$ cat config.mk
export PLATFORM = sky130hd
export DESIGN_NAME = ict_eval
export DESIGN_NICKNAME = d
export VERILOG_FILES = /design/src/rtl/core/ict_pkg.sv /design/src/rtl/core/ict_eval.sv
export SDC_FILE = /design/constraint.sdc
export NUM_CORES = 1
export LEC_CHECK = 0
export BUFFER_PORTS_ARGS = -buffer_cell sky130_fd_sc_hd__buf_2
export CAP_MARGIN = 20
export CORE_AREA = 2 2 174 176
export DETAILED_ROUTE_END_ITERATION = 7
export DIE_AREA = 0 0 176 178
export MAX_ROUTING_LAYER = met4
export PLACE_DENSITY_LB_ADDON = 0.2
export SLEW_MARGIN = 20
export SYNTH_ARGS = -nofsm -noshare
export SYNTH_HDL_FRONTEND = slang
export SYNTH_SLANG_ARGS = --single-unit
$ cat constraint.sdc
create_clock -name vclk -period 8.7
set_input_delay 2.175 -clock vclk [all_inputs]
set_output_delay 2.175 -clock vclk [all_outputs]
set_load 0.02 [all_outputs]
$ cat src/rtl/core/ict_pkg.sv
// ----------------------------------------------------------------------------
// Idempotent command tracker package
// Shared item layouts, entry record layout and code constants.
// ----------------------------------------------------------------------------
package ict_pkg;

  // Commands carried on the input tuser.
  localparam logic [2:0] CMD_BEGIN    = 3'd0;
  localparam logic [2:0] CMD_COMPLETE = 3'd1;
  localparam logic [2:0] CMD_REJECT   = 3'd2;
  localparam logic [2:0] CMD_FIND     = 3'd3;
  localparam logic [2:0] CMD_EXPIRE   = 3'd4;
  localparam logic [2:0] CMD_CLEAR    = 3'd5;

  // Result codes.
  localparam logic [2:0] RES_OK        = 3'd0;
  localparam logic [2:0] RES_DUPLICATE = 3'd1;
  localparam logic [2:0] RES_MISMATCH  = 3'd2;
  localparam logic [2:0] RES_FULL      = 3'd3;
  localparam logic [2:0] RES_BAD_KEY   = 3'd4;
  localparam logic [2:0] RES_NOT_FOUND = 3'd5;

  // Entry status codes.
  localparam logic [1:0] ST_QUEUED     = 2'd0;
  localparam logic [1:0] ST_APPLIED    = 2'd1;
  localparam logic [1:0] ST_IDEMPOTENT = 2'd2;
  localparam logic [1:0] ST_REJECTED   = 2'd3;

  localparam logic [7:0]  KEY_MAX_LEN = 8'd128;
  localparam logic [31:0] HASH_PRIME  = 32'd16777619;
  localparam logic [31:0] RETENTION_RESET = 32'd60000;

  // Input item payload, first field in the lowest bits.
  typedef struct packed {
    logic [5:0]  pad;
    logic        applied_state;
    logic [7:0]  reason;
    logic        completion_rejected;
    logic [31:0] now_ms;
    logic [31:0] correlation_id;
    logic [31:0] sequence_req;
    logic [7:0]  action;
    logic [7:0]  channel;
    logic [7:0]  key_length;
    logic [31:0] key_hash;
    logic [31:0] session_id;
  } in_t;

  // One stored table entry.
  typedef struct packed {
    logic [31:0] completed_ms;
    logic [31:0] created_ms;
    logic [31:0] resource_seq;
    logic [31:0] expected_seq;
    logic        applied_state;
    logic [7:0]  reason;
    logic [1:0]  status;
    logic [7:0]  action;
    logic [7:0]  channel;
    logic [31:0] correlation;
    logic [31:0] request_hash;
    logic [31:0] key_hash;
    logic [31:0] session;
  } entry_t;

  localparam int ENTRY_W = $bits(entry_t);

  // Result item payload, first field in the lowest bits.
  typedef struct packed {
    logic [1:0]  pad;
    logic [31:0] rec_completed_ms;
    logic [31:0] rec_created_ms;
    logic [31:0] rec_resource_seq;
    logic [31:0] rec_expected_seq;
    logic        rec_applied_state;
    logic [7:0]  rec_reason;
    logic [1:0]  rec_status;
    logic [7:0]  rec_action;
    logic [7:0]  rec_channel;
    logic [31:0] rec_correlation_id;
    logic [31:0] rec_session_id;
    logic [2:0]  result_code;
  } out_t;

  // Per-entry test outcome from the evaluator.
  typedef struct packed {
    logic expire;
    logic match;
  } eval_t;

endpackage

$ cat src/rtl/core/ict_eval.sv
// ----------------------------------------------------------------------------
// Entry evaluator
// Tests one entry read from the table against the current request.
// ----------------------------------------------------------------------------
module ict_eval (
  input  ict_pkg::entry_t entry_i,
  input  logic [2:0]      cmd_i,
  input  logic [31:0]     session_i,
  input  logic [31:0]     key_hash_i,
  input  logic [31:0]     correlation_i,
  input  logic [31:0]     now_ms_i,
  input  logic [31:0]     retention_ms_i,
  output ict_pkg::eval_t  res_o
);

  logic [31:0] age;
  logic        old_done;

  // A completed entry ages out once the wrapped age reaches retention.
  assign age      = now_ms_i - entry_i.completed_ms;
  assign old_done = (entry_i.status != ict_pkg::ST_QUEUED) && (age >= retention_ms_i);

  always_comb begin
    res_o = '0;
    case (cmd_i)
      ict_pkg::CMD_BEGIN: begin
        res_o.expire = old_done;
        res_o.match  = (entry_i.session == session_i) && (entry_i.key_hash == key_hash_i);
      end
      ict_pkg::CMD_COMPLETE, ict_pkg::CMD_REJECT: begin
        res_o.match = (entry_i.correlation == correlation_i);
      end
      ict_pkg::CMD_FIND: begin
        res_o.match = (entry_i.session == session_i) &&
                      (entry_i.correlation == correlation_i);
      end
      ict_pkg::CMD_EXPIRE: begin
        res_o.expire = old_done;
      end
      default: begin
        res_o = '0;
      end
    endcase
  end

endmodule

Word-level counts from Yosys, hierarchy flattened
Index checks and enable logic that the tools add are counted.
{"block": "op_classes", "addsub": 1, "order_cmp": 1, "eq_ne": 7, "n_mux": 2, "n_reduce_logical": 7}
{"operator": "$eq A32 B32 Y1", "count": 3}
{"operator": "$ge A32 B32 Y1", "count": 1}
{"operator": "$sub A32 B32 Y32", "count": 1}
{"operator": "$eq A3 B2 Y1 const B", "count": 2}
{"operator": "$reduce_or A2 Y1", "count": 2}
{"operator": "$eq A3 B1 Y1 const B", "count": 1}
{"operator": "$eq A3 B3 Y1 const B", "count": 1}
{"operator": "$logic_and A1 B1 Y1", "count": 3}
{"operator": "$logic_not A3 Y1", "count": 1}
{"operator": "$pmux W1 S3", "count": 1}
{"operator": "$reduce_bool A2 Y1", "count": 1}
{"operator": "$mux W1", "count": 1}
{"block": "word_totals", "regBits": 0, "in_bits": 446, "out_inout_bits": 2, "word_cells": 18}

Logic depth before layout (Yosys ltp)
Gate-level depths: netlist of run 1.
{"block": "depth", "ltp_word": 4, "ltp_mapped": 19, "ltp_nobuf": 19}

Worst setup path before layout of run 1
No wires, ideal clock.
{"block": "synth_timing", "path_type": "in2out", "from": "input port now_ms_i[0]", "to": "output port res_o[1] (netlist bit)", "arrival_ns": 5.591, "required_time_ns": 6.525, "path_slack_ns": 0.934, "cell_stages": 17, "n_path_buf": 0, "path_cell_list": "inv_1 -> ha_1 -> inv_1 -> fa_1 -> a21o_1 -> a221oi_4 -> o21bai_2 -> a41oi_2 -> o31ai_2 -> a221oi_2 -> xnor2_1 -> ha_1 -> nand3_1 -> or3_1 -> nor2_1 -> o2111ai_1 -> o21ai_0"}
{"item": "from (decl)", "line": "ict_eval.sv:11", "rtl": "input logic [31:0] now_ms_i,"}
{"item": "to (decl)", "line": "ict_eval.sv:13", "rtl": "output ict_pkg::eval_t res_o"}

==> results of run 1 <==
==> per-layer routing <==
layer | GRT usage (%) | vias to the layer above | wire length [microns]
met1 | 12.45 | 1974 | 7326
met4 | 0.03444 | 0 | 13
met3 | 1.279 | 2 | 1207
met2 | 20.28 | 182 | 8899
li1 | - | 2386 | -
met5 | - | - | 0
==> worst paths after layout <==
check  endpoint  depth (start not counted)  slack [ns]         start
max    res_o[1]                         19        0.43  entry_i[252]
min    res_o[0]                          3        4.65      cmd_i[2]
==> where the power goes <==
group / internal, W / total (W) / leakage [nW] / switching, W
clock: 0.0000000000154 / 0.0000000000154 / 0.00000634 / 0
combinational: 0.000173 / 0.000356 / 2.95 / 0.000183
sequential: 0 / 0 / 0 / 0
==> worst min-delay path, cell delays in order <==
cell     delay (ns)
buf_2          0.11
a21oi_2        0.04
buf_2          0.16
==> per-stage QoR <==
stage / hold WS, ns / std cells / total power, W / setup slack, ns / util (%)
after floorplan: 4.392 / 510 / 0.0002160 / 0.9342 / -
after global placement: 4.650 / 1187 / 0.0003605 / 0.3687 / 19.28
after detailed placement: 4.648 / 1187 / 0.0003602 / 0.3445 / 19.28
after CTS: 4.650 / 1187 / 0.0003634 / 0.3255 / 19.28
after global routing: 4.667 / 1188 / 0.0004040 / 0.02250 / 19.29
final: 4.649 / 1188 / 0.0003560 / 0.4314 / 19.29
==> cell type report <==
cell class | instances | area share [%]
diodes | 1 | 0.04412
multi-input cells | 432 | 60.49
well taps | 390 | 8.604
inverters | 67 | 4.434
repair buffers | 298 | 26.43
==> cells in the mapped netlist, types with 3 or more instances <==
cell	count
a21oi_1	32
o21bai_1	3
nor4_1	14
or3_1	3
xor2_1	61
o21a_1	7
clkbuf_2	3
nand2_1	28
and4_1	3
inv_1	67
a41oi_1	3
nand3_1	10
nand4_1	27
clkbuf_1	5
a21o_1	24
xnor2_1	64
o211ai_1	3
o21ai_0	16
o2111ai_1	3
nor2_1	19
ha_1	63
nor3_1	5
buf_2	3
a211oi_1	6
==> cells by family after synthesis <==
group	after synthesis	synth area share [%]
AOI/OAI and AO/OA	122	23.31
xor gates and xnor gates	125	29.34
adders and majority gates	64	21.66
buffers and inverters	78	8.048
muxes	2	0.5701
and+or+nand+nor	119	17.07
==> metrics.md, run 1 <==
| Metric | Value |
|---|---|
| Synth top area share | about a fifth |
| Netlist Area Pre-Place | 3731 sq um |
| Outcome | complete, no violations |
| Syn_nets | roughly 1,000 |
| Post-route minimum period | slightly above 8 ns |
| Most frequent cells in the layout | buf_2, inv_1, xnor2_1 |
| WL per Instance | between 10 and 15 microns |
| Initial Util | between 10% and 20% |
| Mean Syn Cell Area | 7.316 sq um |
| FF+latch count | 0 |
| Seq/Total Area, Yosys | 0% |
| # fillers | approximately 3,400 |
| Final Setup Violations | 0 |
| DR DRC count | 0 |
| Largest net degree at the start of global routing | 10 |
| Cell variety after synth | between 50 and 60 |
| Largest area contributor in the netlist | ha_1 |
| Multi-input gate area | roughly 3400 sq um |
| Post-CTS Hold Fix Bufs | 0 |
| Fin nets | 1,309 |
| Worst path max stage delay | between 0.5 and 0.6 ns |
| RSZ-0062 raised after global routing | no |
| Die height | between 150 and 200 microns |
| Initial DRC count | around 160 |
| Total wire length | around 17,000 microns |
| CLK BUF | 0 |
| Die Width | approximately 180 microns |
| Worst slew margin | about two thirds |
| Vias per cell | approximately 3.8 |
| CP arrival | between 6 and 7 ns |
| Top cells by area, synth | ha_1, xnor2_1, xor2_1 |
| Vias in the first global route | ~4,700 |
| HP Class | input pin to output port |
| Synth warn | 0 |
| Setup bufs post-CTS | 0 |
| Area of the die | ~31,000 sq um |
| Max-cap violations | 0 |
| FMAX | between 100 and 150 MHz |
| Peak VDD IR | 0.02251 mV |
| Worst-Margin Slew | ~0.52 ns |
| Critical-path cell list | buf_2 > inv_1 > ha_1 > nor2b_1 > o2111ai_1 > a31oi_1 > o2111ai_1 > a211oi_1 > mux2_2 > o211ai_1 > ha_1 > nand3_1 > or3_1 > nor2_1 > a221oi_1 > o221ai_1 > o211ai_1 > o21ai_0 > buf_2 |
| Ratio of cells with drive above 1 in the final layout | around two fifths |
| CP bufs+invs | 3 |
| # IOs | ~450 |
| Required time of the critical path | between 6 and 7 ns |
| Post_cts resized | 0 |
| Post-detail-place hpwl | 16,410 microns |
| GRT overflow | 0 |
| Worst-path fanout max | 3 |
| Initial antenna violation count | 2 |
| Leak | 2.954 nW |
| Pre-antenna DRT Iters | 4 |
| Routability congestion estimate | approximately 0.8 |
| Core area | about 30,000 sq um |
| CP Capture Type | output port |
| Crit path max-delay cell type | a211oi_1 |
| Crit path max-delay family | compound AO/OA/AOI/OAI gates |
| First-pass GRT wire length | roughly 25,000 microns |
| Cell Pwr Density | 62.77 nW/um^2 |
| Via count | 4,544 |
| Post-route ant nets | 0 |
| Final instance area | 5672 sq um |
| Storage cell area | 0 sq um |
| Slew Limit Fails | 0 |
| All-Layer GR Usage | roughly a tenth |
| Startpoint types | input pin |
| Area Growth Syn to Fin | 52.01% |
| Post-Syn Instances | 510 |
| Area after DPL | between 5000 and 6000 sq um |
| Most common cell after layout, fill and taps aside | buf_2 |
| Critical path class | input pin to output port |
| Row count | 63 |
| Setup_tns | 0 ns |
| Hold Vio Cnt, Final | 0 |
| Period utilization | 95.04% |
| IO buf count | 295 |
No activity file was read; power rests on OpenSTA's default activity.
==> inputs of run 2 (changes only) <==
--- a/config.mk
+++ b/config.mk
@@ -10,7 +10,6 @@
 export CORE_AREA = 2 2 174 176
 export DETAILED_ROUTE_END_ITERATION = 7
 export DIE_AREA = 0 0 176 178
-export MAX_ROUTING_LAYER = met4
 export PLACE_DENSITY_LB_ADDON = 0.2
 export SLEW_MARGIN = 20
 export SYNTH_ARGS = -nofsm -noshare
==> constraint.sdc (replaced) <==
create_clock -name vclk -period 8.7
set_input_delay 0 -clock vclk [all_inputs]
set_output_delay 0 -clock vclk [all_outputs]
set_load 0.02 [all_outputs]
==> metrics.md, run 2 (synthesis results as in run 1) <==
| Metric | Value |
|---|---|
| Vias in the first global route | 4,670 |
| Required time of the critical path | just under 9 ns |
| Initial DRC count | 180 |
| Slack of the critical path | between 4 and 5 ns |
| Switching power | 0.0001815 W |
| Critical path class | input pin to output port |
| Hold Slack | 0.2945 ns |
| Setup_tns | 0 ns |
| Initial antenna violation count | 2 |
| CP arrival | between 4 and 5 ns |
| Core area | around 29,000 sq um |
| WL per Instance | 14.61 microns |
| Leak | roughly 2.9 nW |
| Die Width | approximately 180 microns |
| Post-detail-place hpwl | about 16,000 microns |
| Post-CTS Hold Fix Bufs | 0 |
| # IOs | between 400 and 500 |
| Placed insts | approximately 1,200 |
| CLK BUF | 0 |
| Sequential power share | 0% |
| RSZ-0062 raised after global routing | no |
| Logic gate share of total power | between 90% and 100% |
| Peak VDD IR | about 0.024 mV |
| Post-route ant nets | 0 |
| Initial Util | about 13% |
| Routability congestion estimate | between 0.7 and 0.8 |
| Hold Vio Cnt, Final | 0 |
| Cell Pwr Density | approximately 62 nW/um^2 |
| Area of the die | 31,330 sq um |
| # fillers | 3,383 |
| Pre-CTS setup slack | 4.600 ns |
| Largest net degree at the start of global routing | 10 |
| Most common cell after layout, fill and taps aside | buf_2 |
| Slew Limit Fails | 0 |
| DR DRC count | 0 |
| Hold depth | 3 |
| FMAX | around 250 MHz |
| Setup bufs post-CTS | 0 |
| Post-route minimum period | ~4.0 ns |
| Outcome | complete, no violations |
| Period utilization | 46.19% |
| Hold endpoint | res_o[0] |
| CP Capture Type | output port |
| GRT overflow | 0 |
| Fin nets | roughly 1,300 |
| Sw Ratio | between 50% and 60% |
| Worst-Margin Slew | around 0.58 ns |
| Fin cells | about 1,200 |
| FF+latch count | 0 |
| Hold wc startpoint | cmd_i[2] |
| Die height | about 180 microns |
| HP Class | input pin to output port |
| Layout Utilization | around 19% |
| Area Growth Syn to Fin | 51.41% |
| Max-cap violations | 0 |
| Row count | 63 |
| Storage cell area | 0 sq um |
| Total wire length | roughly 17,000 microns |
| Ratio of cells with drive above 1 in the final layout | about two fifths |
| Via count | between 4,000 and 5,000 |
| All-Layer GR Usage | just over 10% |
| Multi-input gate area | 3431 sq um |
| Worst-path fanout max | 5 |
| Worst slew margin | 60.62% |
| Vias per cell | between 3 and 4 |
| First-pass GRT wire length | 24,880 microns |
| Most frequent cells in the layout | buf_2, inv_1, xnor2_1 |
| IO buf count | between 200 and 300 |
| Startpoint types | input pin |
| Final Setup Violations | 0 |
| Pre-antenna DRT Iters | 4 |
| Post_cts resized | 0 |
| Clk network pwr share | 0% |
| P_int | 0.0001707 W |
[run 2: changes by cell type in the layout (fill, tap and decap cells not counted)]
| cell | change |
|---|---|
| buf_4 | -3 |
[run 2: how the worst max path moves through the flow]
stage / startpoint / end / slack, ns / cells after the start
2_1_floorplan: now_ms_i[0] / res_o[1] / 5.28 / 17
3_3_place_gp: now_ms_i[0] / res_o[1] / 4.62 / 21
3_5_place_dp: now_ms_i[0] / res_o[1] / 4.60 / 21
4_1_cts: now_ms_i[0] / res_o[1] / 4.59 / 21
5_1_grt: now_ms_i[0] / res_o[1] / 4.22 / 21
6_report: now_ms_i[0] / res_o[1] / 4.68 / 21
[run 2: final cells by class]
| cell class | count | area share (%) |
|---|---|---|
| Multi-Input combinational cell | 432 | 60.73 |
| Timing Repair Buffer | 295 | 26.14 |
| Tap cell | 390 | 8.638 |
| Inverter | 67 | 4.452 |
| Antenna cell | 1 | 0.04430 |
[run 2: power by group through the flow]
stage	logic (W)	registers [W]	clock network, W
6_report	0.000352	0	0.0000000000154
3_3_place_gp	0.000357	0	0
4_1_cts	0.000360	0	0
2_1_floorplan	0.000216	0	0
3_5_place_dp	0.000357	0	0
5_1_grt	0.000400	0	0
[run 2: critical path: stages]
cell and delay (ns):
buf_2 0.09, inv_1 0.04, ha_1 0.17, inv_1 0.06, fa_1 0.41, a21o_1 0.21
a221oi_4 0.37, o21bai_2 0.16, a41oi_2 0.34, o31ai_2 0.17, a221oi_2 0.33, xnor2_1 0.11
ha_1 0.30, nand3_1 0.09, or3_1 0.40, nor2_1 0.16, a221oi_1 0.09, o221ai_1 0.09
o211ai_1 0.11, o21ai_0 0.12, buf_2 0.20
[run 2: metal layers]
metal | wire [microns] | track usage (%)
met3 | 1322 | 1.577
met1 | 7133 | 12.17
met5 | 0 | 0
met2 | 8800 | 20.16
met4 | 53 | 0.2066
[run 2: stage by stage]
step	instance area, sq um	total power (W)
final	5649	0.0003522
after global routing	5647	0.0003996
after CTS	5647	0.0003600
after detailed placement	5647	0.0003566
after global placement	5647	0.0003574
after floorplan	3731	0.0002160
