File: config.mk
export PLATFORM = sky130hd
export DESIGN_NAME = ict_ram
export DESIGN_NICKNAME = d
export VERILOG_FILES = /design/src/rtl/core/ict_ram.sv
export SDC_FILE = /design/constraint.sdc
export NUM_CORES = 1
export LEC_CHECK = 0
export BUFFER_PORTS_ARGS = -buffer_cell sky130_fd_sc_hd__buf_2
export CAP_MARGIN = 30
export CORE_MARGIN = 2
export CORE_UTILIZATION = 35
export DETAILED_ROUTE_END_ITERATION = 7
export GPL_ROUTABILITY_DRIVEN = 0
export PLACE_DENSITY_LB_ADDON = 0.2
export SYNTH_ARGS = -nofsm -noshare
export SYNTH_HDL_FRONTEND = slang
export SYNTH_SLANG_ARGS = --single-unit
export TNS_END_PERCENT = 50
File: constraint.sdc
create_clock -name clk_i -period 2.15 [get_ports clk_i]
set_input_delay 0.645 -clock clk_i [delete_from_list [all_inputs] [get_ports clk_i]]
set_output_delay 0.645 -clock clk_i [all_outputs]
set_load 0.02 [all_outputs]
File: src/rtl/core/ict_ram.sv
// ----------------------------------------------------------------------------
// Generic single-port RAM
// One write and one read per cycle on the shared address, read data registered.
// ----------------------------------------------------------------------------
module ict_ram #(
  parameter int Width = 8,
  parameter int Depth = 16
) (
  input  logic                                 clk_i,
  input  logic                                 we_i,
  input  logic                                 re_i,
  input  logic [(Depth > 1 ? $clog2(Depth) : 1)-1:0] addr_i,
  input  logic [Width-1:0]                     wdata_i,
  output logic [Width-1:0]                     rdata_o
);

  logic [Width-1:0] mem_q [Depth];

  // Write port and registered read.
  always_ff @(posedge clk_i) begin
    if (we_i) begin
      mem_q[addr_i] <= wdata_i;
    end
    if (re_i) begin
      rdata_o <= mem_q[addr_i];
    end
  end

endmodule

### Word level (Yosys, flattened, before mapping)

Memory sizes are Yosys's and may differ from the RTL's. A register that Yosys moved wholly into a read port is not among the register bits.
Cells that the tools add are included.

| storage, ports and cells | value |
|---|---|
| word-level logic and storage cells | 3 |
| memory bits (read-only) | 0 |
| latch bits | 0 |
| bits in registers | 0 |
| bits in writable memories | 128 |
| memories | 1 |

| cells by class | value |
|---|---|
| div/mod/pow operators | 0 |
| mux-type cells | 2 |
| shift-type cells | 0 |
| $lt $le $gt $ge | 0 |
| reductions and logical operators | 0 |
| multipliers | 0 |
| equality and inequality tests | 0 |
| bitwise logic cells | 0 |
| $add $sub $neg | 0 |

Memory list:

| name | depth | bits a word | rd ports | clocked after Yosys merged registers in | wr ports | line | text |
|---|---|---|---|---|---|---|---|
| mem_q | 16 | 8 | 1 | 1 | 1 | 17 | `logic [Width-1:0] mem_q [Depth];` |

Operators by type and width:

| cell | count |
|---|---|
| 1-bit two-way mux | 2 |

### Logic depth before layout (Yosys ltp)

Gate-level depths: netlist of the first run.

| logic depth | value |
|---|---|
| depth in word-level cells | 2 |
| mapped depth | 5 |
| depth with buffers taken out | 3 |

### Worst setup path after synthesis of the first run

No wires, ideal clock.

| path | value |
|---|---|
| kind | input-to-reg |
| from | in addr_i[2] (netlist name) |
| to | mem mem_q[0][0], enable pin |
| path buffers | 0 |
| path slack | 0.012 ns |
| stages on the path | 2 |
| data required time | 1.767 ns |
| data arrival time | 1.755 ns |
| cell sequence | or3b_2 -> nor3_1 |

RTL lines:

| item | line | text |
|---|---|---|
| from (decl) | 12 | `input logic [(Depth > 1 ? $clog2(Depth) : 1)-1:0] addr_i,` |
| to (decl) | 17 |  |

Straight into the memory's write port.

==> results.txt, run 1 <==
Slew Limit Fails -> 0
maxcap violations -> 0
drt drc -> 0
clock latency on the worst-skew pair -> 0.41 ns
Routed WL -> 10600 µm
initial antenna violation count -> 0
I/O Buffers -> 22
largest net degree at the start of global routing -> 17
CTS clk-pin slew, worst paths -> 0.06 ns
TritonRoute pass-1 iters -> 4
Crit Path Class -> primary input to register
fraction of layout cells with a size suffix above 1 -> 39.4%
YS warnings -> 0
Slew HR -> 46.8%
unrepaired setup endpoints after global routing -> no
CTS tree -> built
reg2reg end -> rdata_o[0]
synthesized area per cell -> 22.4 µm²
vias in the first global route -> 2636
Max VDD drop -> 0.641 mV
Synthesized Nets -> 245
Yosys reg bits -> 136
Core Util, Final -> 44.3%
Yosys cell types -> 17
Startpoint Class -> primary input
commonest non-fill, non-tap cell in the layout -> edfxtp_1
grt ovf -> 0
status -> complete, no violations
Detail Placement HPWL -> 6930 µm
worst setup margin -> 0.260 ns
CTS Buf Count -> 17
worst hold path depth -> 1
Worst Path Arrival -> 2.05 ns
Initial Util -> 35.7%
Core Area -> 14400 µm²
Layout Nets -> 309
CTS Sinks -> 136
DR iter-0 viols -> 187
P_leak -> 2.13 nW
Synth Cell Area -> 5150 µm²
routed vias -> 2430
CTS hold repair buffers -> 0
top post-synthesis cells by area -> edfxtp_1, mux4_2, a22oi_1, nor2_1, nand2_1
R2R Path Start -> mem_q[11][0]
Place WS -> -0.159 ns
# H-tree levels -> 4
Die X -> 125 µm
placed cells -> 459
Routed Antenna Nets -> 0
WL/cell -> 21.6 µm
Period minus WS final -> 1.89 ns
worst reg-to-reg path cell count -> 3
Rows -> 44
# setup viols final -> 0
Power Density -> 1010 nW/µm²
Yosys top cell area share -> 79.3%
most frequent cells in the layout -> edfxtp_1, mux4_2, buf_4
ant diodes -> 0
Vias/cell -> 4.95
CP endpoint kind -> register
fmax -> 0.529 GHz
FF-to-FF setup slack -> 0.62 ns
setup TNS -> 0 ns
Worst-Margin Slew -> 0.796 ns
Setup Buffers After CTS -> 0
Area Overhead vs Synth -> 24.1%
first-pass GRT wire length -> 16500 µm
HP Class -> primary input to register
Die H -> 125 µm
data required time of the worst path -> 2.31 ns
Top Ports -> 23
cell taking the most area after synthesis -> edfxtp_1
Hold Fails Final Rpt -> 0
total die area -> 15700 µm²
Crit Path Max Fanout -> 16
cell count after synthesis -> 230
period utilization -> 87.9%
Total GRT Usage -> 14.7%
final non-filler cell total -> 491
post-synthesis sequential area ratio -> 79.3%
Root Driver -> clkbuf_16
hold endpoint -> rdata_o[3]
CTS-repair resized insts -> 0
Layout Skew -> 0.00782 ns
Worst Min Path Start -> re_i
deepest clock path buffer count -> 2
## metrics by stage
stage / power, mW / cell area, µm² / hold WS [ns]
after floorplan: 3.22 / 5150 / 0.710
after detailed placement: 3.38 / 5730 / 0.735
final: 6.46 / 6390 / 0.606
after CTS: 6.52 / 6390 / 0.604
after global routing: 6.66 / 6390 / 0.611
after global placement: 3.38 / 5730 / 0.729
## worst max-delay path by stage
| stage | depth (start not counted) | slack (ns) | endpoint | startpoint |
|---|---|---|---|---|
| after global placement | 6 | -0.16 | rdata_o[2] | addr_i[0] |
| after global routing | 6 | 0.17 | rdata_o[2] | addr_i[0] |
| after CTS | 6 | 0.27 | rdata_o[2] | addr_i[0] |
| after floorplan | 2 | 0.01 | mem_q[0][0] | addr_i[2] |
| final | 6 | 0.26 | rdata_o[2] | addr_i[0] |
| after detailed placement | 6 | -0.16 | rdata_o[2] | addr_i[0] |
## power by group
| part | internal [mW] | switching [mW] | total (mW) | leakage [nW] |
|---|---|---|---|---|
| logic | 0.138 | 0.180 | 0.318 | 0.589 |
| registers | 2.99 | 0.0151 | 3.00 | 1.24 |
| clock network | 2.06 | 1.08 | 3.14 | 0.301 |
## cells by family (layout without fill, tap and decap cells)
kind of cell	count (synthesis)	count (layout)	share of synthesized area [%]
AOI/OAI and AO/OA	16	16	2.33
buffers and inverters	11	88	1.17
DFF	136	136	79.3
muxes	32	32	14.0
and+or+nand+nor	35	35	3.16
## layer usage
layer	vias to the layer above	part of all wire, %	GRT usage [%]
li1	1096	-	-
met1	1271	44	19.5
met2	55	50	23.9
met3	8	4.5	3.68
met4	0	0.82	5.29
met5	-	0	0
## sequential cells by signal, indices dropped and copies added (netlist names)
signal   cells
mem_q      128
rdata_o      8
## critical path: stages
cell and delay, ns:
buf_2 0.15, buf_12 0.19, buf_4 0.13, mux4_2 0.48
a22oi_1 0.35, nand2_1 0.09
## final cells by class
type	instances	area, µm²
Multi-Input combinational cell	83	1000
Timing Repair Buffer	56	415
Clock buffer	17	425
Sequential cell	136	4080
Fill cell	1244	8040
Tap cell	184	230
Clock inverter	15	228
## synthesized netlist by cell type
master,number
clkbuf_1,2
nand2b_1,2
a22oi_1,16
or3b_2,1
buf_6,2
clkbuf_2,1
mux4_2,32
and2_1,1
buf_1,4
nor3_1,4
nor2b_1,2
buf_2,2
nand3_1,1
edfxtp_1,136
nand3b_1,2
nor2_1,13
nand2_1,9
Power figures use the tool's default switching activity.
==> run 2, diff against run 1 <==
--- a/config.mk
+++ b/config.mk
@@ -11,6 +11,7 @@
 export CORE_UTILIZATION = 35
 export DETAILED_ROUTE_END_ITERATION = 7
 export GPL_ROUTABILITY_DRIVEN = 0
+export MAX_ROUTING_LAYER = met4
 export PLACE_DENSITY_LB_ADDON = 0.2
 export SYNTH_ARGS = -nofsm -noshare
 export SYNTH_HDL_FRONTEND = slang
==> results.txt, run 2 (synthesized netlist as in run 1, its figures left out) <==
Routed Antenna Nets -> 0
Hold Fails Final Rpt -> 0
Power Density -> 1010 nW/µm²
CTS tree -> built
FF-to-FF setup slack -> 0.61 ns
P_leak -> 2.13 nW
Die H -> 125 µm
Worst Path Arrival -> 2.04 ns
Area Overhead vs Synth -> 24.1%
CTS hold repair buffers -> 0
Place WS -> -0.159 ns
period utilization -> 87.7%
CP Cell Sequence -> buf_2 > buf_12 > buf_4 > mux4_2 > a22oi_1 > nand2_1
Fillers -> 1244
Routed WL -> 10600 µm
Top Ports -> 23
Detail Placement HPWL -> 6930 µm
Slew Limit Fails -> 0
DR iter-0 viols -> 203
crit path buf inv count -> 3
slowest CP cell -> mux4_2
largest registers -> mem_q (128), rdata_o (8)
fraction of layout cells with a size suffix above 1 -> 39.4%
Startpoint Class -> primary input
overall power -> 6.46 mW
Crit Path Max Fanout -> 16
Initial Util -> 35.7%
Die X -> 125 µm
CTS Buf Count -> 17
setup TNS -> 0 ns
Vias/cell -> 4.91
CP endpoint kind -> register
CTS Sinks -> 136
fmax -> 0.531 GHz
Setup Buffers After CTS -> 0
CTS-repair resized insts -> 0
CTS clk-pin slew, worst paths -> 0.06 ns
Clock Power Share -> 48.6%
Max VDD drop -> 0.642 mV
reg2reg end -> rdata_o[0]
worst reg-to-reg path cell count -> 3
Total GRT Usage -> 15.2%
# setup viols final -> 0
Sw Ratio -> 19.8%
Largest Register -> mem_q
Power Internal -> 5.18 mW
Core Area -> 14400 µm²
R2R Path Start -> mem_q[11][0]
first-pass GRT wire length -> 16500 µm
drt drc -> 0
Layout Skew -> 0.00588 ns
Storage cell area -> 4080 µm²
Period minus WS final -> 1.88 ns
most frequent cells in the layout -> edfxtp_1, mux4_2, buf_4
routed vias -> 2410
HP Class -> primary input to register
data required time of the worst path -> 2.31 ns
maxcap violations -> 0
Worst Min Path Start -> re_i
Layout Nets -> 309
clock latency on the worst-skew pair -> 0.41 ns
Crit Path Class -> primary input to register
# H-tree levels -> 4
CP delay by family, top -> multiplexers
vias in the first global route -> 2637
Worst-Margin Slew -> 0.786 ns
worst setup margin -> 0.265 ns
critical path's largest stage delay -> 0.49 ns
Sw Pwr -> 1.28 mW
hold endpoint -> rdata_o[3]
Seq pwr share -> 46.5%
Multi-input gate area -> 1000 µm²
I/O Buffers -> 22
grt ovf -> 0
total die area -> 15700 µm²
unrepaired setup endpoints after global routing -> no
max FFs per register -> 128
initial antenna violation count -> 0
WL/cell -> 21.5 µm
worst hold path depth -> 1
Core Util, Final -> 44.3%
largest net degree at the start of global routing -> 17
Rows -> 44
Comb pwr share -> 4.9%
Root Driver -> clkbuf_16
ant diodes -> 0
TritonRoute pass-1 iters -> 6
Slew HR -> 47.5%
commonest non-fill, non-tap cell in the layout -> edfxtp_1
deepest clock path buffer count -> 2
status -> complete, no violations
-- run 2: cell counts in the layout (fill, tap and decap cells not counted) --
Identical to the previous run, type by type.
-- run 2: worst max path at each step --
stage | startpoint | to | slack, ns | cells past startpoint
floorplan | addr_i[2] | mem_q[0][0] | 0.01 | 2
global placement | addr_i[0] | rdata_o[2] | -0.16 | 6
detailed placement | addr_i[0] | rdata_o[2] | -0.16 | 6
CTS | addr_i[0] | rdata_o[2] | 0.27 | 6
global route | addr_i[0] | rdata_o[2] | 0.17 | 6
finish | addr_i[0] | rdata_o[2] | 0.27 | 6
-- run 2: stage by stage --
stage               hold slack, ns  cell area, µm²  std cells
finish                       0.605            6390        491
global route                 0.611            6390        491
CTS                          0.604            6390        491
detailed placement           0.735            5730        459
global placement             0.729            5730        459
floorplan                    0.710            5150        230
-- run 2: routing by layer --
layer	vias to the layer above	part of all wire, %	GRT usage (%)
met2	60	49	23.9
met4	0	1.0	5.29
met3	10	5.3	3.64
met1	1244	44	19.5
li1	1096	-	-
met5	-	0	-
-- run 2: cell type report --
class	count	share of cell area, %
Sequential cell	136	63.9
Clock inverter	15	3.57
Multi-Input combinational cell	83	15.7
Clock buffer	17	6.66
Tap cell	184	3.61
Timing Repair Buffer	56	6.50
-- run 2: power by group through the flow --
| stage | sequential (mW) | clock (mW) | combinational [mW] |
|---|---|---|---|
| 2_1_floorplan | 3.07 | 0 | 0.153 |
| 3_3_place_gp | 3.06 | 0 | 0.321 |
| 3_5_place_dp | 3.06 | 0 | 0.326 |
| 4_1_cts | 3.00 | 3.19 | 0.327 |
| 5_1_grt | 3.01 | 3.31 | 0.350 |
| 6_report | 3.00 | 3.14 | 0.318 |
-- run 2: worst register-to-register path, cell delays in order (launching register included) --
cell	delay [ns]
edfxtp_1	0.35
mux4_2	0.49
a22oi_1	0.33
nand2_1	0.10
==> run 3, diff against run 2 <==
--- a/config.mk
+++ b/config.mk
@@ -12,7 +12,7 @@
 export DETAILED_ROUTE_END_ITERATION = 7
 export GPL_ROUTABILITY_DRIVEN = 0
 export MAX_ROUTING_LAYER = met4
-export PLACE_DENSITY_LB_ADDON = 0.2
+export PLACE_DENSITY = 0.54
 export SYNTH_ARGS = -nofsm -noshare
 export SYNTH_HDL_FRONTEND = slang
 export SYNTH_SLANG_ARGS = --single-unit
==> results.txt, run 3 (synthesized netlist as in run 1, its figures left out) <==
commonest non-fill, non-tap cell in the layout -> edfxtp_1
CP delay by family, top -> multiplexers
Fillers -> 1239
Die H -> 125 µm
Area Overhead vs Synth -> 21.5%
initial antenna violation count -> 0
Rows -> 44
largest registers -> mem_q (128), rdata_o (8)
Multi-input gate area -> 1000 µm²
largest net degree at the start of global routing -> 31
deepest clock path buffer count -> 2
CTS-repair resized insts -> 0
Slew Limit Fails -> 0
Vias/cell -> 5.03
first-pass GRT wire length -> 15900 µm
CP endpoint kind -> register
maxcap violations -> 0
total die area -> 15700 µm²
Hold Fails Final Rpt -> 0
crit path buf inv count -> 2
HP Class -> primary input to register
WL/cell -> 21.3 µm
worst setup margin -> 0.377 ns
Initial Util -> 35.7%
DR iter-0 viols -> 313
Largest Register -> mem_q
Total GRT Usage -> 14.7%
Comb pwr share -> 5.1%
vias in the first global route -> 2587
critical path's largest stage delay -> 0.53 ns
Crit Path Class -> primary input to register
CTS Buf Count -> 17
I/O Buffers -> 22
# H-tree levels -> 4
Storage cell area -> 4080 µm²
period utilization -> 82.5%
data required time of the worst path -> 2.31 ns
# setup viols final -> 0
overall power -> 6.00 mW
Startpoint Class -> primary input
Place WS -> -0.0789 ns
TritonRoute pass-1 iters -> 4
Layout Skew -> 0.00434 ns
Clock Power Share -> 44.8%
drt drc -> 0
Power Density -> 959 nW/µm²
Routed WL -> 10400 µm
Layout Nets -> 306
fmax -> 0.564 GHz
Setup Buffers After CTS -> 0
Seq pwr share -> 50.1%
Routed Antenna Nets -> 0
Detail Placement HPWL -> 6770 µm
CTS hold repair buffers -> 0
ant diodes -> 0
Sw Pwr -> 1.21 mW
slowest CP cell -> mux4_2
Core Area -> 14400 µm²
CTS clk-pin slew, worst paths -> 0.06 ns
fraction of layout cells with a size suffix above 1 -> 36.2%
Root Driver -> clkbuf_16
status -> complete, no violations
routed vias -> 2457
P_leak -> 2.08 nW
Crit Path Max Fanout -> 13
max FFs per register -> 128
Period minus WS final -> 1.77 ns
unrepaired setup endpoints after global routing -> no
most frequent cells in the layout -> edfxtp_1, mux4_2, buf_4
Worst-Margin Slew -> 0.848 ns
Die X -> 125 µm
CTS tree -> built
Max VDD drop -> 0.589 mV
CP Cell Sequence -> buf_2 > buf_12 > mux4_2 > a22oi_1 > nand2_1
Sw Ratio -> 20.1%
Slew HR -> 43.4%
CTS Sinks -> 136
Top Ports -> 23
grt ovf -> 0
Worst Path Arrival -> 1.94 ns
Power Internal -> 4.79 mW
clock latency on the worst-skew pair -> 0.42 ns
==> run 3: cell types whose count changed in the layout (fill, tap and decap cells not counted) <==
cell,delta
clkinv_1,+5
clkinv_4,-4
buf_4,-3
bufinv_16,-3
clkbuf_1,+3
clkinvlp_4,-3
clkinv_2,+2
==> run 3: path summary, 6_finish.rpt <==
| kind | start | endpoint | slack, ns | depth (start not counted) |
|---|---|---|---|---|
| max | addr_i[0] | rdata_o[3] | 0.38 | 5 |
| min | re_i | rdata_o[7] | 0.60 | 1 |
| max reg2reg | mem_q[11][2] | rdata_o[2] | 0.67 | 3 |
| min reg2reg | mem_q[15][0] | rdata_o[0] | 0.75 | 3 |
==> run 3: area by class of cell <==
class / instances / area share, %
Clock inverter: 12 / 1.74
Timing Repair Buffer: 53 / 6.28
Sequential cell: 136 / 65.3
Tap cell: 184 / 3.68
Multi-Input combinational cell: 83 / 16.0
Clock buffer: 20 / 6.98
==> run 3: through the flow <==
step | utilization [%] | instance area, µm² | std cells | TNS (ns) | hold WS, ns
after global placement | 39.6 | 5710 | 456 | -0.171 | 0.738
after detailed placement | 39.6 | 5710 | 456 | -0.218 | 0.750
final | 43.4 | 6260 | 488 | 0 | 0.605
after floorplan | - | 5150 | 230 | 0 | 0.710
after global routing | 43.4 | 6260 | 488 | 0 | 0.592
after CTS | 43.4 | 6260 | 488 | 0 | 0.583
==> run 3: power groups by stage <==
stage / Sequential [mW] / Clock [mW] / Combinational (mW)
3_3_place_gp: 3.06 / 0 / 0.305
3_5_place_dp: 3.06 / 0 / 0.309
4_1_cts: 3.01 / 2.74 / 0.310
2_1_floorplan: 3.07 / 0 / 0.153
6_report: 3.01 / 2.69 / 0.304
5_1_grt: 3.01 / 2.85 / 0.329
==> run 3: per-layer routing <==
metal / GRT usage [%] / part of all wire [%]
met5: - / 0
met4: 6.47 / 1.9
met3: 3.94 / 3.9
met2: 22.8 / 49
met1: 18.4 / 45
